**src/design/dd_pkg.sv**
```systemverilog
// ----------------------------------------------------------------------------
// dd_pkg
// Shared constants and tables for the Gregorian date difference core.
// ----------------------------------------------------------------------------
package dd_pkg;

   // Field widths
   localparam int DAY_W   = 5;
   localparam int MONTH_W = 4;
   localparam int YEAR_W  = 14;
   localparam int DIST_W  = 22;

   // Largest year taken as given; later years clamp to it
   localparam logic [YEAR_W-1:0] MAX_YEAR = 14'd9999;

   // Internal widths, sized for years up to MAX_YEAR
   localparam int CENT_W    = 7;   // year / 100, up to 99, and ceil, up to 100
   localparam int QUAD_W    = 12;  // ceil(year / 4), up to 2500
   localparam int LEAPS_W   = 12;  // leap years before a year, up to 2425
   localparam int DOY_W     = 9;   // day of year, up to 459
   localparam int ORDINAL_W = 22;  // day ordinal, below 3.66 million

   // Reciprocal of 100: floor(x * 5243 / 2^19) == x / 100 for x below 43690
   localparam logic [12:0] RECIP_100  = 13'd5243;
   localparam int          RECIP_SHIFT = 19;
   localparam int          RECIP_PROD_W = YEAR_W + 13;

   // Month codes that bear on the leap day
   localparam logic [MONTH_W-1:0] MONTH_FEB = 4'd2;

   // Days in the months before month m of a common year; months past 12 count 31
   localparam logic [DOY_W-1:0] DAYS_BEFORE_MONTH [16] = '{
      9'd0,   9'd0,   9'd31,  9'd59,  9'd90,  9'd120, 9'd151, 9'd181,
      9'd212, 9'd243, 9'd273, 9'd304, 9'd334, 9'd365, 9'd396, 9'd427
   };

   // One date as it travels down the pipe
   typedef struct packed {
      logic [DAY_W-1:0]   day;
      logic [MONTH_W-1:0] month;
      logic [YEAR_W-1:0]  year;
   } date_type;

endpackage

```
**src/design/date_difference_days_core.sv**
```systemverilog
// ----------------------------------------------------------------------------
// date_difference_days_core
// Absolute number of days between two proleptic Gregorian dates.
// ----------------------------------------------------------------------------
// Four-stage pipeline: a date pair enters on any cycle where start is high,
// and its distance appears on rsp_day_distance with the rsp_valid strobe, for
// one cycle, once it has passed the four register stages. busy is held low, so
// one pair is accepted every cycle, and no stage ever waits.
// Each stage holds at most one constant multiply (the divide by 100 in stage
// one, the multiply by 100 in stage two, the multiply by 365 in stage three).
// Results cannot be held off by the receiver. Each date becomes a day ordinal
// from 1 January of year 0; years above 9999 clamp to 9999, days and months
// are not checked (month 0 counts as January, months past 12 add 31 days
// each).
module date_difference_days_core (
   input  logic                          clock,
   input  logic                          reset,
   input  logic                          start,
   output logic                          busy,
   input  logic [dd_pkg::DAY_W-1:0]      req_day_a,
   input  logic [dd_pkg::MONTH_W-1:0]    req_month_a,
   input  logic [dd_pkg::YEAR_W-1:0]     req_year_a,
   input  logic [dd_pkg::DAY_W-1:0]      req_day_b,
   input  logic [dd_pkg::MONTH_W-1:0]    req_month_b,
   input  logic [dd_pkg::YEAR_W-1:0]     req_year_b,
   output logic                          rsp_valid,
   output logic [dd_pkg::DIST_W-1:0]     rsp_day_distance
);

   // Stage valid bits
   logic s1_valid_ff, s2_valid_ff, s3_valid_ff, s4_valid_ff;

   // Stage 1: clamped date and year / 100
   dd_pkg::date_type                 s1_date_in  [2];
   dd_pkg::date_type                 s1_date_ff  [2];
   logic [dd_pkg::CENT_W-1:0]        s1_cent_in  [2];
   logic [dd_pkg::CENT_W-1:0]        s1_cent_ff  [2];

   // Stage 2: year, leap years before it, day of year
   logic [dd_pkg::YEAR_W-1:0]        s2_year_in  [2];
   logic [dd_pkg::YEAR_W-1:0]        s2_year_ff  [2];
   logic [dd_pkg::LEAPS_W-1:0]       s2_leaps_in [2];
   logic [dd_pkg::LEAPS_W-1:0]       s2_leaps_ff [2];
   logic [dd_pkg::DOY_W-1:0]         s2_doy_in   [2];
   logic [dd_pkg::DOY_W-1:0]         s2_doy_ff   [2];

   // Stage 3: day ordinal
   logic [dd_pkg::ORDINAL_W-1:0]     s3_ord_in   [2];
   logic [dd_pkg::ORDINAL_W-1:0]     s3_ord_ff   [2];

   // Stage 4: distance
   logic [dd_pkg::DIST_W-1:0]        s4_dist_in;
   logic [dd_pkg::DIST_W-1:0]        s4_dist_ff;

   dd_pkg::date_type                 raw_date    [2];

   // Never stall the requester
   assign busy = 1'b0;

   assign raw_date[0] = '{day: req_day_a, month: req_month_a, year: req_year_a};
   assign raw_date[1] = '{day: req_day_b, month: req_month_b, year: req_year_b};

   // Stage 1: clamp year, divide by 100 through the reciprocal
   always_comb begin
      logic [dd_pkg::RECIP_PROD_W-1:0] prod;
      for (int i = 0; i < 2; i++) begin
         s1_date_in[i] = raw_date[i];
         if (raw_date[i].year > dd_pkg::MAX_YEAR) begin
            s1_date_in[i].year = dd_pkg::MAX_YEAR;
         end
         prod = dd_pkg::RECIP_PROD_W'(s1_date_in[i].year) *
                dd_pkg::RECIP_PROD_W'(dd_pkg::RECIP_100);
         s1_cent_in[i] = dd_pkg::CENT_W'(prod >> dd_pkg::RECIP_SHIFT);
      end
   end

   // Stage 2: leap rule, leap count and day of year
   always_comb begin
      logic [dd_pkg::YEAR_W-1:0]   rem100;
      logic                        leap;
      logic [dd_pkg::CENT_W-1:0]   cent_ceil;
      logic [dd_pkg::YEAR_W:0]     quad_sum;
      logic [dd_pkg::QUAD_W-1:0]   quad_ceil;
      logic [dd_pkg::CENT_W:0]     four_sum;
      logic [dd_pkg::DOY_W-1:0]    doy;
      for (int i = 0; i < 2; i++) begin
         rem100    = s1_date_ff[i].year -
                     dd_pkg::YEAR_W'(s1_cent_ff[i]) * dd_pkg::YEAR_W'(100);
         // Leap: divisible by 4 and not by 100, or divisible by 400
         if (rem100 == '0) begin
            leap = (s1_cent_ff[i][1:0] == 2'b00);
         end else begin
            leap = (s1_date_ff[i].year[1:0] == 2'b00);
         end
         cent_ceil = s1_cent_ff[i] + dd_pkg::CENT_W'(rem100 != '0);
         quad_sum  = {1'b0, s1_date_ff[i].year} + (dd_pkg::YEAR_W+1)'(3);
         quad_ceil = dd_pkg::QUAD_W'(quad_sum >> 2);
         four_sum  = {1'b0, cent_ceil} + (dd_pkg::CENT_W+1)'(3);
         s2_leaps_in[i] = quad_ceil - dd_pkg::LEAPS_W'(cent_ceil) +
                          dd_pkg::LEAPS_W'(four_sum >> 2);
         doy = dd_pkg::DAYS_BEFORE_MONTH[s1_date_ff[i].month] +
               dd_pkg::DOY_W'(s1_date_ff[i].day);
         if (leap && (s1_date_ff[i].month > dd_pkg::MONTH_FEB)) begin
            doy = doy + dd_pkg::DOY_W'(1);
         end
         s2_doy_in[i]  = doy;
         s2_year_in[i] = s1_date_ff[i].year;
      end
   end

   // Stage 3: ordinal = 365 * year + leaps + day of year
   always_comb begin
      for (int i = 0; i < 2; i++) begin
         s3_ord_in[i] = dd_pkg::ORDINAL_W'(s2_year_ff[i]) * dd_pkg::ORDINAL_W'(365) +
                        dd_pkg::ORDINAL_W'(s2_leaps_ff[i]) +
                        dd_pkg::ORDINAL_W'(s2_doy_ff[i]);
      end
   end

   // Stage 4: absolute difference; ordinals stay below the 22-bit limit
   always_comb begin
      if (s3_ord_ff[0] >= s3_ord_ff[1]) begin
         s4_dist_in = dd_pkg::DIST_W'(s3_ord_ff[0] - s3_ord_ff[1]);
      end else begin
         s4_dist_in = dd_pkg::DIST_W'(s3_ord_ff[1] - s3_ord_ff[0]);
      end
   end

   // Advance valid bits
   always_ff @(posedge clock) begin
      if (reset) begin
         s1_valid_ff <= 1'b0;
         s2_valid_ff <= 1'b0;
         s3_valid_ff <= 1'b0;
         s4_valid_ff <= 1'b0;
      end else begin
         s1_valid_ff <= start & ~busy;
         s2_valid_ff <= s1_valid_ff;
         s3_valid_ff <= s2_valid_ff;
         s4_valid_ff <= s3_valid_ff;
      end
   end

   // Advance payload
   always_ff @(posedge clock) begin
      for (int i = 0; i < 2; i++) begin
         s1_date_ff[i]  <= s1_date_in[i];
         s1_cent_ff[i]  <= s1_cent_in[i];
         s2_year_ff[i]  <= s2_year_in[i];
         s2_leaps_ff[i] <= s2_leaps_in[i];
         s2_doy_ff[i]   <= s2_doy_in[i];
         s3_ord_ff[i]   <= s3_ord_in[i];
      end
      s4_dist_ff <= s4_dist_in;
   end

   assign rsp_valid        = s4_valid_ff;
   assign rsp_day_distance = s4_dist_ff;

   // Check: every accepted transaction yields a response strobe
   a_accept_to_rsp: assert property (@(posedge clock) disable iff (reset)
      (start && !busy) |-> ##4 rsp_valid)
      else $error("accepted transaction produced no response");

   // Check: no strobe without a transaction in the last stage
   a_no_spurious: assert property (@(posedge clock) disable iff (reset)
      rsp_valid |-> $past(s3_valid_ff))
      else $error("response strobe without a transaction");

   // Check: equal dates give zero distance
   a_equal_dates: assert property (@(posedge clock) disable iff (reset)
      (start && !busy && req_day_a == req_day_b && req_month_a == req_month_b &&
       req_year_a == req_year_b) |-> ##4 (rsp_day_distance == '0))
      else $error("equal dates gave a nonzero distance");

endmodule

```
**config.mk**
```make
export PLATFORM = sky130hd
export DESIGN_NAME = date_difference_days_core
export DESIGN_NICKNAME = d
export VERILOG_FILES = /design/src/design/dd_pkg.sv /design/src/design/date_difference_days_core.sv
export SDC_FILE = /design/constraint.sdc
export NUM_CORES = 1
export LEC_CHECK = 0
export ABC_AREA = 1
export BUFFER_PORTS_ARGS = -buffer_cell sky130_fd_sc_hd__buf_4
export CORE_UTILIZATION = 40
export CTS_CLUSTER_SIZE = 12
export DETAILED_ROUTE_END_ITERATION = 10
export RECOVER_POWER = 25
export SYNTH_ARGS = -nofsm -noshare
export SYNTH_HDL_FRONTEND = slang
export SYNTH_SLANG_ARGS = --single-unit
```
**constraint.sdc**
```tcl
create_clock -name clock -period 8.1 [get_ports clock]
set_input_delay 0.81 -clock clock [delete_from_list [all_inputs] [get_ports clock]]
set_output_delay 0.81 -clock clock [all_outputs]
set_load 0.02 [all_outputs]
```
# Word level (Yosys, flattened, before mapping)
# Memories as Yosys holds them, arrays and structs flattened.
# Cells that the tools add are included.
[word_totals] mem_bits_ro=288 ram_bits=174 regBits=26 out_inout_bits=24 inputBits=49 memories=8 elab_cells=71
[mem_list] memory="(name not given)" words=16 width=9 rd=1 rd_ports_with_merged_regs=0 wr=0 line_no="date_difference_days_core.sv:101" rtl="doy = dd_pkg::DAYS_BEFORE_MONTH[s1_date_ff[i].month] +"
[mem_list] memory="(name not given)" words=16 width=9 rd=1 rd_ports_with_merged_regs=0 wr=0 line_no="date_difference_days_core.sv:101"
[mem_list] memory="s1_date_ff" words=2 width=23 rd=2 rd_ports_with_merged_regs=0 wr=2 line_no="date_difference_days_core.sv:35" rtl="dd_pkg::date_type s1_date_ff [2];"
[mem_list] memory="s3_ord_ff" words=2 width=22 rd=2 rd_ports_with_merged_regs=0 wr=2 line_no="date_difference_days_core.sv:49" rtl="logic [dd_pkg::ORDINAL_W-1:0] s3_ord_ff [2];"
[mem_list] memory="s2_year_ff" words=2 width=14 rd=2 rd_ports_with_merged_regs=0 wr=2 line_no="date_difference_days_core.sv:41" rtl="logic [dd_pkg::YEAR_W-1:0] s2_year_ff [2];"
[mem_list] memory="s2_leaps_ff" words=2 width=12 rd=2 rd_ports_with_merged_regs=0 wr=2 line_no="date_difference_days_core.sv:43" rtl="logic [dd_pkg::LEAPS_W-1:0] s2_leaps_ff [2];"
[mem_list] memory="2 more memories"
[op_classes] bitwise=2 add_sub_neg=22 n_mux=11 n_lt_le_gt_ge=7 mul=6 n_reduce_logical=10
[ops] op="9-bit 2-to-1 mux" n=6
[ops] op="14-bit by 13-bit multiplier with 26-bit output, second input constant" n=2
[ops] op="22-bit by 12-bit adder with 22-bit output" n=2
[ops] op="22-bit by 9-bit adder with 22-bit output" n=2
[ops] op="14-bit by 9-bit multiplier with 22-bit output, second input constant" n=2
[ops] op="22-bit subtractor" n=2
[ops] op="14-bit by 2-bit adder with 14-bit output, second input constant" n=2
[ops] op="14-bit greater-than comparator, second input constant" n=2
[ops] op="14-bit logical NOT" n=2
[ops] op="14-bit 2-to-1 mux" n=2
[ops] op="14-bit nonzero test" n=2
[ops] op="14-bit subtractor" n=2
[ops] op="12-bit by 6-bit adder with 12-bit output" n=2
[ops] op="7-bit by 5-bit multiplier with 12-bit output, second input constant" n=2
[ops] op="12-bit by 7-bit subtractor with 12-bit output" n=2
[ops] op="22-bit greater-or-equal comparator" n=1
[ops] op="22-bit 2-to-1 mux" n=1
[ops] op="9-bit by 1-bit adder with 9-bit output, second input constant" n=2
[ops] op="9-bit by 5-bit adder with 9-bit output" n=2
[ops] op="7-bit by 2-bit adder with 8-bit output, second input constant" n=2
[ops] op="7-bit by 1-bit adder with 7-bit output" n=2
[ops] op="5-bit greater-or-equal comparator, second input constant" n=2
[ops] op="4-bit NOT with 5-bit output" n=2
[ops] op="4-bit by 2-bit greater-than comparator with 1-bit output, second input constant" n=2
[ops] op="3 further kinds" n=8

# Logic depth before layout (Yosys ltp)
# An unclocked memory read counts as a cell.
[depth] ltp_word=8 ltp_mapped=39 depth_no_buf=39

# Worst setup path before layout
# Ideal clock, no wire load.
[synth_path] kind="reg2reg" startpoint="mem s1_cent_ff[0][8] (netlist name)" endpoint="mem s2_leaps_ff[0][20] (netlist name)" slack_ns=1.805 path_buffers=0 path_stages_with_launch=40 t_arrival_ns=6.223 required_ns=8.028 path_cell_list="dfxtp_1 inv_1 ha_1 ha_1 ha_1 fa_1 nand3_1 nand2_1 nand2_1 nand2_1 a21oi_1 xor2_1 ha_1 nand2_1 nor2_1 nand3_1 nand3_1 a21oi_1 [... 4 more ...] inv_1 or2_1 nand2_1 nor2_2 inv_1 nor2_1 nand2_1 nand2_1 fa_1 inv_1 ha_1 a21o_1 a31oi_1 o21ai_0 a21oi_1 nor2_1 nor2_1 xnor2_1"
[synth_rtl] element="from (decl)" line_no="date_difference_days_core.sv:37" rtl="logic [dd_pkg::CENT_W-1:0] s1_cent_ff [2];"
[synth_rtl] element="to (decl)" line_no="date_difference_days_core.sv:43"

==> impl_metrics.json <==
{
  "critPathMaxFanout": 7,
  "fin_skew_ps": 13.62,
  "synth_area_um2": 26520,
  "antenna_left": 0,
  "cap_violations": 0,
  "start_util": 0.4041,
  "routabilityCongestion": 0.9001,
  "core_um2": 65630,
  "worstRegToRegCells": 36,
  "grtUsageTotal": 0.1781,
  "fin_crit_sh": 0.8588,
  "wl_mm": 56.37,
  "drive_above_1_share": 0.04611,
  "hpwl_mm": 49.78,
  "cp-end-kind": "flip-flop",
  "num-fill-cells": 6723,
  "r2r-end": "s2_leaps_ff[0][20]",
  "area_growth_pct": 7.653,
  "clock_sinks": 200,
  "period_needed_ps": 6956,
  "crit_path_start_kind": "flip-flop",
  "avgRoutedWirePerCell_um": 13.27,
  "cts_resized": 0,
  "hold_path.startpoint": "s1_date_ff[0][1]",
  "num_rows": 94,
  "numPortBuffers": 71,
  "drt-pass1-iter-count": 5,
  "ys_warn_count": 0,
  "fin_tns_setup_ps": 0,
  "cts_hold_buffers": 0,
  "hp-class": "reg -> reg",
  "synth_seq_cells": 200,
  "synth.avg_cell_area_um2": 8.026,
  "vias_per_cell": 4.669,
  "htreeDepth": 4,
  "grt_setup_unrepaired": "false",
  "criticalPathCategory": "reg -> reg",
  "async_reset_ff_frac": 0,
  "drc": 0,
  "yosysTopAreaCell": "ha_1",
  "slew_viol_final": 0,
  "finalHoldViolCount": 0,
  "r2r_setup_slack_ps": 1140,
  "die_y_um": 259.5,
  "cts_root_buffer": "clkbuf_16",
  "holdPathStages": 0,
  "drt_iter0_markers": 724,
  "synth-edff-count": 0,
  "overflow": 0,
  "setup_violations": 0,
  "cts_tree": "built",
  "cts_made_buffers": 17,
  "die_area_um2": 67330,
  "dieWidth_um": 259.5,
  "grt_antenna_before_repair": 2,
  "grt_max_degree": 23,
  "insertion_delay_ps": 500,
  "ys_top_cells_by_count": "inv_1, nand2_1, ha_1, fa_1, dfxtp_1",
  "netlist_instances": 3304,
  "max_slew_margin": 0.3131,
  "finalNetCount": 4186,
  "crit_path_top_delay_cell": "fa_1",
  "yosysSeqAreaShare": 0.1510,
  "ys_top_cells_by_area": "ha_1, fa_1, dfxtp_1",
  "cts_buffer_depth": 2,
  "vias": 19831,
  "fmax_ghz": 0.1438,
  "cts.clk_slew.worst_paths_ps": 80,
  "cp_data_required_time_ps": 8530,
  "ys.flop_type": "dfxtp_1",
  "grt_pass1_vias": 20269,
  "cts_setup_buffers": 0,
  "synth_nets": 4120,
  "yosysUniqueCellTypes": 57,
  "max_stage_delay_ps": 520,
  "min_to": "s2_year_ff[0][1]",
  "worstPathArrival_ps": 7390,
  "synth_top_cell_area_share": 0.2364,
  "synth.most_common_cell": "inv_1",
  "worst_pin_slew_ps": 1027,
  "rr_startpoint": "s1_cent_ff[0][8]",
  "status": "finished, final reports clean",
  "ioPinCount": 73,
  "antenna_cells": 0,
  "grt_pass1_wl_mm": 96.77
}
## worst max-delay path by stage
stage | start | end | slack [ps] | depth (start not counted)
floorplan | s1_cent_ff[0][8] | s2_leaps_ff[0][20] | 1810 | 39
global placement | s1_cent_ff[0][8] | s2_leaps_ff[0][21] | 1310 | 37
detailed placement | s1_cent_ff[0][8] | s2_leaps_ff[0][20] | 1210 | 35
CTS | s1_cent_ff[0][8] | s2_leaps_ff[0][20] | 1180 | 35
global route | s1_cent_ff[0][1] | s2_leaps_ff[0][8] | 500 | 35
finish | s1_cent_ff[0][8] | s2_leaps_ff[0][20] | 1140 | 36
## through the flow
stage	utilization	hold WS, ps	std cells	instance area [um2]	setup slack (ps)
2_1_floorplan	-	331.4	3304	26520	1805
4_1_cts	0.4352	357.4	4247	28560	1175
6_report	0.4350	356.6	4247	28550	1144
3_3_place_gp	0.4265	341.6	4215	27990	1315
5_1_grt	0.4350	363.6	4247	28550	503.8
3_5_place_dp	0.4265	340.3	4215	27990	1212
## state kept, by name, summed over array words and instances (netlist names)
name and cells:
s2_year_ff 28, s2_leaps_ff 24, s1_valid_ff 1, s3_ord_ff 44, s2_doy_ff 18, s2_valid_ff 1
s3_valid_ff 1, s1_date_ff 46, rsp_day_distance 22, rsp_valid 1, s1_cent_ff 14
## placed cells by master, fill, tap and decap left out, types with 15 or more instances in the layout
cell / netlist / routed
inv_1: 788 / 788
nand2_1: 586 / 586
ha_1: 501 / 501
fa_1: 266 / 266
dfxtp_1: 200 / 200
a21oi_1: 163 / 163
nor2_1: 161 / 161
xor2_1: 126 / 126
nand3_1: 124 / 124
o21ai_0: 64 / 64
nand4_1: 53 / 53
xnor2_1: 50 / 50
buf_4: 5 / 50
o21bai_1: 18 / 18
clkbuf_4: 0 / 18
nor3_1: 17 / 17
clkbuf_16: 0 / 17
a31oi_1: 15 / 15
## routing by layer
metal / vias to the layer above / track usage / wire length (um)
li1: 10433 / - / -
met3: 58 / 0.02841 / 1596
met2: 233 / 0.2996 / 25780
met1: 9107 / 0.2377 / 28040
met4: 0 / 0.04183 / 958
met5: - / 0 / 0
## final cells by class
| type | count | area, um2 | area share |
|---|---|---|---|
| flip-flops and latches | 200 | 4004 | 0.1403 |
| clock buffers | 19 | 442.9 | 0.01552 |
| well taps | 864 | 1081 | 0.03787 |
| repair buffers | 72 | 525.5 | 0.01841 |
| clock inverters | 13 | 130.1 | 0.004558 |
| multi-input cells | 2278 | 19360 | 0.6781 |
| inverters | 801 | 3007 | 0.1053 |
## cells by family after synthesis
kind of cell,share of synthesized area
AO/OA/AOI/OAI,0.07318
XOR/XNOR,0.05813
adder cells (fa/ha/maj),0.4372
buffers and inverters,0.1190
flip-flops,0.1510
other,0.0001414
AND/OR/NAND/NOR,0.1613
## critical path: cells and delay by family (launching register included)
kind | cells | cell delay, ps
adders and majority gates | 8 | 2660
DFF | 1 | 470
xor gates and xnor gates | 3 | 630
buffers and inverters | 3 | 210
AOI/OAI and AO/OA | 7 | 1220
and+or+nand+nor | 15 | 1690
Power is not shown: default switching activity piles up to over one toggle a cycle in this logic, so the estimate is an artifact.
